$ cat config.mk
export PLATFORM = sky130hd
export DESIGN_NAME = stsrch_div
export DESIGN_NICKNAME = d
export VERILOG_FILES = /design/src/rtl/stsrch_pkg.sv /design/src/rtl/stsrch_div.sv
export SDC_FILE = /design/constraint.sdc
export NUM_CORES = 1
export LEC_CHECK = 0
export ABC_AREA = 1
export BUFFER_PORTS_ARGS = -buffer_cell sky130_fd_sc_hd__buf_2
export CAP_MARGIN = 20
export CORE_MARGIN = 3
export CORE_UTILIZATION = 50
export DETAILED_ROUTE_END_ITERATION = 8
export PLACE_DENSITY_LB_ADDON = 0.25
export SETUP_SLACK_MARGIN = 0.05
export SKIP_LAST_GASP = 1
export SLEW_MARGIN = 30
export SYNTH_ARGS = -nofsm -noshare
export SYNTH_HDL_FRONTEND = slang
export SYNTH_SLANG_ARGS = --single-unit
$ cat constraint.sdc
create_clock -name clk -period 2.64 [get_ports clk]
set_input_delay 0.396 -clock clk [delete_from_list [all_inputs] [get_ports clk]]
set_output_delay 0.396 -clock clk [all_outputs]
set_load 0.005 [all_outputs]
$ cat src/rtl/stsrch_pkg.sv
// Shared types and constants of the scope edge trigger search block.
`default_nettype none

package stsrch_pkg;

  localparam int SAMPLE_W  = 16;
  localparam int SUM_W     = 17;
  localparam int WINDOW_W  = 12;
  localparam int IDX_W     = 11;
  localparam int OFFSET_W  = 16;
  localparam int PADDR_W   = 4;
  localparam int PDATA_W   = 32;

  localparam int LEN_REG_W  = 12;
  localparam int MODE_W     = 2;
  localparam int HYST_W     = 15;

  localparam logic [LEN_REG_W-1:0] LEN_RESET  = 12'd2048;
  localparam logic [MODE_W-1:0]    MODE_RESET = 2'd2;
  localparam logic [HYST_W-1:0]    HYST_RESET = 15'd2621;

  localparam logic [1:0] REG_ACTIVE_LENGTH    = 2'd0;
  localparam logic [1:0] REG_TRIGGER_MODE     = 2'd1;
  localparam logic [1:0] REG_HYSTERESIS_LEVEL = 2'd2;

  localparam logic [MODE_W-1:0] MODE_FREE = 2'd0;
  localparam logic [MODE_W-1:0] MODE_ZERO = 2'd1;
  localparam logic [MODE_W-1:0] MODE_HYST = 2'd2;

  localparam logic OP_STORE  = 1'b0;
  localparam logic OP_SEARCH = 1'b1;

  localparam int DIV_W     = 18;
  localparam int DIVD_W    = 16;
  localparam int QUOT_W    = 16;
  localparam int CNT_W     = 5;
  localparam logic [CNT_W-1:0] DIV_STEPS = 5'd16;

  localparam int MIN_DIFF_SUM = 7;

  typedef enum logic [3:0] {
    ST_CLEAR,
    ST_IDLE,
    ST_RED_POS,
    ST_RED_LB,
    ST_PRIME,
    ST_LOAD,
    ST_WALK,
    ST_FRAC,
    ST_DONE
  } state_t;

  typedef struct packed {
    logic              start;
    logic [DIV_W-1:0]  rem_init;
    logic [DIVD_W-1:0] dividend;
    logic [DIV_W-1:0]  divisor;
  } div_req_t;

  typedef struct packed {
    logic              done;
    logic [DIV_W-1:0]  rem;
    logic [QUOT_W-1:0] quot;
  } div_rsp_t;

endpackage

`default_nettype wire

$ cat src/rtl/stsrch_div.sv
// Sequential restoring divider, one quotient bit per cycle, for remainders and fractions.
`default_nettype none

module stsrch_div import stsrch_pkg::*; (
  input  logic     clk,
  input  logic     rst,
  input  div_req_t req,
  output div_rsp_t rsp
);

  logic              busy;
  logic              done;
  logic [CNT_W-1:0]  cnt;
  logic [DIV_W-1:0]  rem;
  logic [DIV_W-1:0]  dvsr;
  logic [DIVD_W-1:0] dvd;
  logic [QUOT_W-1:0] quot;

  logic [DIV_W:0]    shifted;
  logic [DIV_W:0]    reduced;
  logic              ge;

  assign shifted = {rem, dvd[DIVD_W-1]};
  assign ge      = shifted >= {1'b0, dvsr};
  assign reduced = shifted - {1'b0, dvsr};

  always_ff @(posedge clk) begin
    if (rst) begin
      busy <= 1'b0;
      done <= 1'b0;
      cnt  <= '0;
    end else begin
      done <= busy && (cnt == CNT_W'(1));
      if (req.start) begin
        busy <= 1'b1;
        cnt  <= DIV_STEPS;
      end else if (busy) begin
        cnt <= cnt - CNT_W'(1);
        if (cnt == CNT_W'(1)) begin
          busy <= 1'b0;
        end
      end
    end
  end

  always_ff @(posedge clk) begin
    if (req.start) begin
      rem  <= req.rem_init;
      dvd  <= req.dividend;
      dvsr <= req.divisor;
      quot <= '0;
    end else if (busy) begin
      rem  <= ge ? reduced[DIV_W-1:0] : shifted[DIV_W-1:0];
      quot <= {quot[QUOT_W-2:0], ge};
      dvd  <= dvd << 1;
    end
  end

  assign rsp.done = done;
  assign rsp.rem  = rem;
  assign rsp.quot = quot;

  a_rem_below_divisor: assert property (@(posedge clk) disable iff (rst)
    busy |-> (rem < dvsr))
    else $error("partial remainder reached the divisor");

  a_no_start_when_busy: assert property (@(posedge clk) disable iff (rst)
    req.start |-> !busy)
    else $error("divider started while still working");

  a_done_after_busy: assert property (@(posedge clk) disable iff (rst)
    done |-> (!busy && $past(busy)))
    else $error("divider finished without a preceding run");

endmodule

`default_nettype wire

=== Word level (Yosys, flattened, before mapping) ===
Cells that the tools add are included.
Widths: inputs -> output; s select.

* Add/sub/neg operators: 2
* $lt $le $gt $ge: 1
* Eq/ne operators: 1
* Multiplexer cells: 10
* Reduce and logical (&&, ||, !) cells: 3

{| class="wikitable"
|+ Operator list
! kind !! number
|-
| $mux 18 || 3
|-
| $mux 16 || 2
|-
| $ge 19x18->1 || 1
|-
| $sub 18x18->18 || 1
|-
| $mux 5 || 2
|-
| $eq 5x1->1 const B || 1
|-
| $sub 5x1->5 const B || 1
|-
| $mux 1 || 3
|-
| $reduce_bool 2->1 || 1
|-
| $reduce_or 2->1 || 1
|-
| $logic_and 1x1->1 || 1
|}

* Flip-flop bits (word level): 75
* Output and inout bits: 35
* Word-level logic and storage cells: 25

=== Logic depth before layout (Yosys ltp) ===
Gate-level depths: netlist (run 1).

* Depth in word-level cells: 4
* Depth in mapped cells: 15

=== Worst setup path before layout (run 1) ===
No wires, ideal clock.

* Path kind: input to register
* Start: in req[52] (netlist bit)
* End: reg dvd[0], enable pin
* Setup time: 412 ps
* Arrival: 2074 ps
* Required time: 2228 ps
* Setup slack: 154 ps
* Cell stages on the path: 4
* Cells stage by stage: clkbuf_1 > inv_1 > nand2_1 > clkbuf_1

* Word-level cells in the longest chain between the ends: 1

{| class="wikitable"
|+ RTL lines
! what !! RTL line !! text
|-
| start: declaration || stsrch_div.sv:7 || <nowiki>input div_req_t req,</nowiki>
|-
| $reduce_bool 2->1 (no line) || - ||
|-
| end signal: assignment || stsrch_div.sv:49 || <nowiki>dvd <= req.dividend;</nowiki>
|-
| end signal: assignment || stsrch_div.sv:55 || <nowiki>dvd <= dvd << 1;</nowiki>
|-
| end: declaration || stsrch_div.sv:16 || <nowiki>logic [DIVD_W-1:0] dvd;</nowiki>
|}

No other way between the ends.
A chain may end at the register's enable or synchronous reset.

=== Worst setup path in the final report (run 1) ===
* Start: reg dvsr[0]
* End: reg rem[14], data pin

* Word-level cells in the longest chain between the ends: 4

{| class="wikitable"
|+ RTL lines
! what !! RTL line !! text
|-
| start: declaration || stsrch_div.sv:15 || <nowiki>logic [DIV_W-1:0] dvsr;</nowiki>
|-
| start signal: assignment || stsrch_div.sv:50 || <nowiki>dvsr <= req.divisor;</nowiki>
|-
| $sub 18x18->18 / $ge 19x18->1 (equally long branches) || stsrch_div.sv:25, stsrch_div.sv:24 ||
|-
| $mux 18 (*) || stsrch_div.sv:53 || <nowiki>rem <= ge ? reduced[DIV_W-1:0] : shifted[DIV_W-1:0];</nowiki>
|-
| $mux 18 (*) || stsrch_div.sv:52 || <nowiki>end else if (busy) begin</nowiki>
|-
| $mux 18 (*) || stsrch_div.sv:47 || <nowiki>if (req.start) begin</nowiki>
|-
| end signal: assignment || stsrch_div.sv:48 || <nowiki>rem <= req.rem_init;</nowiki>
|-
| end signal: assignment || stsrch_div.sv:53 ||
|-
| end: declaration || stsrch_div.sv:14 || <nowiki>logic [DIV_W-1:0] rem;</nowiki>
|}

Mark *: on every way between the ends. The rest lies on a longest branch, timed or not. The select of a mux whose other input is x is not followed.

==> results.toml, run 1 <==
[min_path]
hold_start = "req[5]"
hold_path_end = "dvsr[5]"
min_path_type = "in2reg"
hold_depth = 1

[die]
fp.dieW_um = 99.6
io_pins = 90
start_util_pct = 52.3
die_area_sq_um = 9930
die_y_um = 99.6
core_area_sq_um = 8380
rows = 33

[cells_and_area]
layout-area-overhead-vs-synth_pct = 17.4
antenna_cells = 0
fillCellCount = 800
layout-drive-gt1-share_pct = 22.7
finalNetCount = 702

[pwr]
pwr-share-clk_pct = 27.1
intPower_uw = 2450
sequentialPowerShare_pct = 39.0
p_sw_uw = 1350
combPwrFrac_pct = 33.9
peakVddDrop_v = 0.000293
leakagePower_uw = 0.00258
powerDensity_nw_per_um2 = 738
switching_share_pct = 35.6

[route]
routed_wirelength_um = 9640
drcViolationCount = 0
ant_nets = 0
routedWlPerCell_um = 13.1
drtIter0Drc = 212
firstDrtPassIters = 5
vias_per_cell = 4.99
num_vias = 3669

[synth]
synth_top_area_share_pct = 35.6
synthTopCellsByArea = "edfxtp_1, nand2_1, dfxtp_1, inv_1, ha_1"
ys_types = 36
synth_warnings = 0
ys_ff_latch = 75
ys.flop_type = "edfxtp_1"
syn_nets = 613
synth_edf_count = 52
ys_seq_area_share_pct = 46.1
syn_area_sq_um = 4380
avgSynthCellArea_sq_um = 8.16
synth_cells = 537
ys_async_sr_fraction_pct = 0
synth_top_area_cell = "edfxtp_1"

[worst_setup_path]
path_cells = "ha_1, fa_1, nor2_1, nor2_1, o21bai_1, nand2_1, nand2_1, nand2_1, nand2_1, nand2_1, nand3_1, nand2_1"
crit_fanout = 3
worstReg2RegStart = "dvsr[0]"
rrSetupSlack_ns = 0.26
cp_common_cell = "nand2_1"
cpMaxStageDelayCell = "fa_1"
slowest_delay_ns = 0.41
arrival_ns = 2.50
r2r_end = "rem[14]"
crit_family = "simple AND/OR/NAND/NOR gates"
cp-end-kind = "register"
crit_type = "reg2reg"
crit_path_start_kind = "register"
ff2ff_path_depth = 12
crit_required_ns = 2.76
path_buf_inv = 0

[outcome]
status = "complete, no violations"

[clock_tree]
cts_buffer_depth = 2
cts_hold_buf = 0
postCtsSetupBuffers = 0
clkTransAtPathRegs_ns = 0.10
cts_tree = "built"
cts.sinks = 75
cts_resized = 0
cts_htree_levels = 3
cts_root_buf = "clkbuf_8"
cts_buffers = 9
clock_latency_ns = 0.36

[global_routing]
antenna_found_initial = 0
track_usage_pct = 20.1
grt_first_pass_wirelength_um = 16100
grt_pass1_vias = 3583
grt_overflow = 0
grt_max_degree = 55

[timing]
worst_pin_slew_ns = 0.579
tns_ns = 0
finalSetupViolCount = 0
layout_setup_ws_ns = 0.262
rsz0062_at_grt = "false"
min_period_ns = 2.38
drv_slew = 0
relSlewSlack_pct = 61.4
fin_skew_ns = 0.0124
holdWs_ns = 0.200
min_period_over_period_pct = 90.1
max_freq_mhz = 421
hold_viol_final = 0

[place]
dpl.hpwl_um = 6920
gp_congestion = 0.904
pre_cts_slack_ns = 0.295
portBuffers = 89

[flow_run]
max_cap_violations = 0
==> routing by layer <==
layer	routed length [um]	GRT usage, %
met5	0	0
met4	111	6.83
met3	791	7.15
met2	4630	33.3
met1	4110	24.4
==> registers in the layout, indices dropped and copies added, names as in the netlist <==
name  count
quot     16
rem      18
cnt       5
busy      1
dvsr     18
done      1
dvd      16
==> Yosys cell counts (2+ instances only) <==
library cell	n
inv_1	80
nand3b_1	23
xor2_1	4
nand3_1	26
inv_2	2
a21oi_2	3
nand2_2	13
nand3_2	8
edfxtp_1	52
dfxtp_1	23
nand2_8	2
nor3_1	3
nor2_1	29
o21ai_0	5
ha_1	20
clkbuf_1	7
xnor2_1	4
a21oi_1	10
nand4_1	2
buf_2	3
buf_6	2
o22ai_1	14
nand2_1	189
==> power by group through the flow <==
stage	Combinational, uW	Sequential, uW	Clock (uW)
final	1290	1480	1030
after global placement	1260	1500	0
after detailed placement	1280	1510	0
after global routing	1470	1490	1110
after CTS	1290	1480	1060
after floorplan	990	1500	0
==> cells in the final DEF (no fill, tap or decap), types with 3 or more instances in the layout <==
master,netlist,layout
a21oi_2,3,3
nand2_1,189,188
edfxtp_1,52,52
buf_4,1,3
a21oi_1,10,10
nand3_2,8,8
dfxtp_1,23,23
xor2_1,4,4
buf_2,3,89
xnor2_1,4,4
clkbuf_16,0,3
nand3_1,26,26
inv_1,80,80
o22ai_1,14,14
ha_1,20,20
clkbuf_8,0,9
nor2_1,29,29
nand2_2,13,14
o21ai_0,5,5
nand3b_1,23,23
nor3_1,3,3
==> final cells by class <==
class                      instances  area [sq um]  share of cell area (%)
timing repair buffer              93           488                    9.48
multi-input combinational        365          1960                    38.1
tap                              105           131                    2.55
clock inverter                     4          40.0                   0.778
sequential                        75          2020                    39.3
inverter                          82           308                    5.98
clock buffer                      12           199                    3.86
==> per-stage QoR <==
step,power [uW],area [sq um],utilization [%],cells
floorplan,2490,4380,-,537
global placement,2760,4910,58.6,720
detailed placement,2790,4910,58.6,720
CTS,3830,5150,61.4,736
global route,4070,5150,61.4,736
finish,3800,5150,61.4,736
==> logic make-up (layout without fill, tap and decap cells) <==
group	count (synthesis)	count (layout)	synth area share, %
AOI/OAI and AO/OA	37	37	5.31
buffers and inverters	97	191	9.22
and+or+nand+nor	299	299	31.6
DFF	75	75	46.1
xor gates and xnor gates	8	8	1.60
adders and majority gates	21	21	6.17
==> how the worst max path moves through the flow <==
stage | start | endpoint | slack (ns) | cells after the start
5_1_grt | dvsr[0] | rem[14] | 0.07 | 12
3_5_place_dp | dvsr[0] | rem[14] | 0.30 | 12
3_3_place_gp | dvsr[0] | rem[14] | 0.37 | 12
4_1_cts | dvsr[0] | rem[14] | 0.27 | 12
6_report | dvsr[0] | rem[14] | 0.26 | 12
2_1_floorplan | req[52] | dvd[0] | 0.15 | 4
No activity file was read; power rests on OpenSTA's default activity.
==> inputs of run 2 (changes only) <==
Settings changed: HOLD_SLACK_MARGIN set to 0.1, REMOVE_ABC_BUFFERS set to 1.
==> run 2 against run 1 <==
Sequential power hardly changed. Total power is 5.2% lower. Worst setup slack better by 0.018 ns. Die area stayed put. Count of clock-buffer cells in the layout is 3 lower. Worst hold slack better by 0.021 ns. Non-clock buffer count stayed put. Flip-flop and latch count stayed put. Design area is 1.3% lower. Critical path type unchanged.
==> results.toml, run 2 (same netlist as run 1, synthesis figures left out) <==
[outcome]
status = "complete, no violations"

[global_routing]
busiest_layer = "met2"
grt_use_met3_pct = 4.91
grt_max_degree = 55
grt_first_pass_wirelength_um = 16900
grt_overflow = 0
antenna_found_initial = 0
grt_use_met2_pct = 33.7
grt_pass1_vias = 3671
track_usage_pct = 21.1
use_met1_pct = 28.4

[worst_setup_path]
path_cells = "ha_1, fa_1, nor2_1, nor2_1, o21bai_1, nand2_1, nand2_1, nand2_1, nand2_1, nand2_1, nand3_1, nand2_1"
crit_required_ns = 2.74
slowest_delay_ns = 0.42
crit_fanout = 3
cpMaxStageDelayCell = "fa_1"
crit_path_start = "dvsr[0]"
crit_path_start_kind = "register"
crit_type = "reg2reg"
cp_common_cell = "nand2_1"
arrival_ns = 2.46
worstReg2RegStart = "dvsr[0]"
cp-end-kind = "register"

[clock_tree]
cts_tree = "built"
cts_hold_buf = 0
cts.sinks = 75
clkTransAtPathRegs_ns = 0.09
postCtsSetupBuffers = 0
cts_buffer_depth = 2
cts_resized = 0
cts_htree_levels = 3
clock_latency_ns = 0.34
cts_root_buf = "clkbuf_8"
cts_buffers = 9

[route]
drcViolationCount = 0
ant_nets = 0
routed_wirelength_um = 9820
firstDrtPassIters = 4
vias_per_cell = 5.00
num_vias = 3678
routedWlPerCell_um = 13.3
drtIter0Drc = 168

[die]
io_pins = 90
fp.dieW_um = 99.6
start_util_pct = 52.3
core_area_sq_um = 8380
die_y_um = 99.6
rows = 33
die_area_sq_um = 9930

[timing]
relSlewSlack_pct = 59.4
drv_slew = 0
worst_pin_slew_ns = 0.607
hold_viol_final = 0
min_period_ns = 2.36
finalSetupViolCount = 0
rsz0062_at_grt = "false"
min_period_over_period_pct = 89.4
holdWs_ns = 0.221
fin_skew_ns = 0.0147
max_freq_mhz = 424

[place]
gp_congestion = 0.892
dpl.hpwl_um = 7150
portBuffers = 89

[cells_and_area]
final_cell_mix = "nand2_1, buf_2, inv_1"
antenna_cells = 0
reg_top3 = "dvsr: 18 flops, rem: 18 flops"
final_common_cell = "nand2_1"
layout-drive-gt1-share_pct = 22.7
layout-area-overhead-vs-synth_pct = 15.9
fillCellCount = 780
finalNetCount = 702

[pwr]
pwr-share-clk_pct = 22.6
leakagePower_uw = 0.00256
powerDensity_nw_per_um2 = 709
combPwrFrac_pct = 36.4
intPower_uw = 2260
p_total_uw = 3600
peakVddDrop_v = 0.000319
p_sw_uw = 1340
switching_share_pct = 37.2
sequentialPowerShare_pct = 41.1

[flow_run]
max_cap_violations = 0

[min_path]
hold_start = "req[2]"
min_path_type = "in2reg"
==> run 2: changes by cell type in the layout (fill, tap and decap cells not counted) <==
cell / delta
inv_8: -2
clkinv_2: +2
clkbuf_16: -3
inv_4: +2
clkinv_4: +1
==> run 2: path summary, 6_finish.rpt <==
check / to / slack [ns] / depth (start not counted)
min reg2reg: cnt[4] / 0.47 / 2
min: dvsr[2] / 0.22 / 1
max reg2reg: rem[14] / 0.28 / 12
max: rem[14] / 0.28 / 12
==> run 2: power by group through the flow <==
| stage | sequential [uW] | clock (uW) | combinational (uW) |
|---|---|---|---|
| after global routing | 1490 | 878 | 1500 |
| after CTS | 1480 | 825 | 1320 |
| after floorplan | 1500 | 0 | 945 |
| after global placement | 1500 | 0 | 1280 |
| after detailed placement | 1510 | 0 | 1300 |
| final | 1480 | 812 | 1310 |
==> run 2: cell type report <==
cell class / count / area, sq um / share of cell area [%]
Clock buffer: 9 / 124 / 2.44
Multi-Input combinational cell: 365 / 1960 / 38.6
Tap cell: 105 / 131 / 2.59
Timing Repair Buffer: 93 / 488 / 9.60
Sequential cell: 75 / 2020 / 39.8
Clock inverter: 7 / 48.8 / 0.960
Inverter: 82 / 308 / 6.06
==> run 2: per-layer routing <==
metal / wire length, um / up-vias
li1: - / 1897
met1: 4440 / 1656
met2: 4510 / 110
met3: 697 / 15
met4: 175 / 0
met5: 0 / -
==> run 2: worst max-delay path, delay by kind of cell (launching register included) <==
| kind | cells | cell delay [ns] |
|---|---|---|
| AO/OA/AOI/OAI | 1 | 0.31 |
| adder cells (fa/ha/maj) | 2 | 0.67 |
| flip-flops | 1 | 0.38 |
| AND/OR/NAND/NOR | 9 | 0.75 |
==> run 2: metrics by stage <==
stage | setup slack (ns) | cell area, sq um | TNS, ns | instances | util, %
3_5_place_dp | 0.301 | 4910 | 0 | 720 | 58.6
5_1_grt | 0.109 | 5080 | 0 | 736 | 60.6
6_report | 0.281 | 5080 | 0 | 736 | 60.6
4_1_cts | 0.279 | 5080 | 0 | 736 | 60.6
2_1_floorplan | -0.0151 | 4290 | -0.512 | 522 | -
3_3_place_gp | 0.330 | 4910 | 0 | 720 | 58.6
==> inputs of run 3 (changes only) <==
Settings changed: CORE_ASPECT_RATIO set to 1.25.
==> run 3 against run 2 <==
Flip-flop and latch count stayed put. Sequential share of layout area fell by 0.088 points. Design area increased by 0.22%. Count of clock-buffer cells in the layout increased by 2. Clock skew is 0.0035 ns lower. Sequential power barely moved. Worst setup slack gained 0.11 ns.
==> results.toml, run 3 (same netlist as run 1, synthesis figures left out) <==
[outcome]
status = "complete, no violations"

[worst_setup_path]
rrSetupSlack_ns = 0.39
crit_required_ns = 2.77
slowest_delay_ns = 0.42
crit_path_start = "rem[7]"
cpMaxStageDelayCell = "edfxtp_1"
crit_path_start_kind = "register"
worstReg2RegStart = "rem[7]"
arrival_ns = 2.38
ff2ff_path_depth = 11
path_cells = "ha_1, nand2_1, nor2_1, nand4_1, inv_1, a21oi_4, buf_4, nand2_8, nand3_1, nand2_1, nand2_1"
r2r_end = "rem[17]"
cp-endpoint = "rem[17]"
cp_common_cell = "nand2_1"
crit_type = "reg2reg"
crit_fanout = 19
cp-end-kind = "register"

[timing]
rsz0062_at_grt = "false"
fin_skew_ns = 0.0112
max_freq_mhz = 445
min_period_over_period_pct = 85.1
hold_viol_final = 0
min_period_ns = 2.25
drv_slew = 0
worst_pin_slew_ns = 0.583
layout_setup_ws_ns = 0.392
finalSetupViolCount = 0
relSlewSlack_pct = 61.2

[pwr]
sequentialPowerShare_pct = 41.2
p_sw_uw = 1310
pwr-share-clk_pct = 22.5
combPwrFrac_pct = 36.3
peakVddDrop_v = 0.000470
powerDensity_nw_per_um2 = 705
intPower_uw = 2280
p_total_uw = 3590
switching_share_pct = 36.5
leakagePower_uw = 0.00255

[route]
drtIter0Drc = 118
routedWlPerCell_um = 13.3
firstDrtPassIters = 5
ant_nets = 0
vias_per_cell = 4.89
num_vias = 3655
drcViolationCount = 0
routed_wirelength_um = 9970

[global_routing]
track_usage_pct = 20.6
antenna_found_initial = 0
grt_pass1_vias = 3704
grt_first_pass_wirelength_um = 16700
grt_overflow = 0
grt_max_degree = 55

[cells_and_area]
finalNetCount = 702
fillCellCount = 785
layout-drive-gt1-share_pct = 22.5
antenna_cells = 0
final_cells = 748
reg_top3 = "dvsr: 18 flops, rem: 18 flops"
layout-area-overhead-vs-synth_pct = 16.2
fin_area_sq_um = 5090
final_common_cell = "nand2_1"
final_cell_mix = "nand2_1, buf_2, inv_1"

[place]
pre_cts_slack_ns = 0.366
numPlacedInstances = 732
gp_congestion = 0.860
portBuffers = 89
placed_area_sq_um = 4920
dpl.hpwl_um = 7250

[clock_tree]
cts_buffer_depth = 2
cts_htree_levels = 3
clock_latency_ns = 0.37
cts_hold_buf = 0
cts_buffers = 9
clkTransAtPathRegs_ns = 0.08
postCtsSetupBuffers = 0
cts_tree = "built"
cts_resized = 0
cts.sinks = 75
cts_root_buf = "clkbuf_8"

[die]
start_util_pct = 52.3
core_area_sq_um = 8380
die_y_um = 111
fp.dieW_um = 89.7
io_pins = 90
rows = 37
die_area_sq_um = 9930

[min_path]
min_path_type = "in2reg"

[flow_run]
max_cap_violations = 0
run 3: changes by cell type in the layout (fill, tap and decap cells not counted), sizes merged:
cell	before	now
inv	86	84
clkbuf	9	11
run 3: per-stage QoR:
step                TNS (ns)  util (%)  hold WS (ns)
floorplan             -0.512         -         0.442
global placement           0      58.8         0.454
detailed placement         0      58.8         0.465
CTS                        0      60.8         0.190
global route               0      60.8         0.189
finish                     0      60.8         0.199
run 3: metal layers:
metal  wire (um)  vias to the layer above  track usage, %
met1        4010                     1642            22.3
met5           0                        -               0
met4         188                        0            9.00
met3         749                       14            6.52
li1            -                     1894               -
met2        5030                      105            36.8
run 3: worst min-delay path by stage:
stage             from  endpoint  depth (start not counted)
6_report       req[10]  dvsr[10]                          1
5_1_grt        req[17]  dvsr[17]                          1
4_1_cts        req[16]  dvsr[16]                          1
3_5_place_dp    cnt[4]    cnt[4]                          2
3_3_place_gp    cnt[4]    cnt[4]                          2
2_1_floorplan   cnt[4]    cnt[4]                          2
run 3: power by group through the flow:
| stage | registers, uW | clock network, uW | logic [uW] |
|---|---|---|---|
| after detailed placement | 1510 | 0 | 1300 |
| after global placement | 1500 | 0 | 1280 |
| final | 1480 | 808 | 1300 |
| after CTS | 1480 | 817 | 1310 |
| after floorplan | 1500 | 0 | 945 |
| after global routing | 1490 | 864 | 1480 |
run 3: critical path: cells and delay by family, from the launching register on:
kind                     cells  cell delay (ns)
AND/OR/NAND/NOR              7             0.78
flip-flops                   1             0.42
adder cells (fa/ha/maj)      1             0.38
buffers and inverters        2             0.37
AO/OA/AOI/OAI                1             0.06
run 3: layout make-up:
type / instances / area (sq um) / area share (%)
flip-flops and latches: 75 / 2020 / 39.7
well taps: 117 / 146 / 2.87
clock buffers: 11 / 141 / 2.78
multi-input cells: 365 / 1960 / 38.5
clock inverters: 5 / 27.5 / 0.541
inverters: 82 / 308 / 6.04
repair buffers: 93 / 488 / 9.58
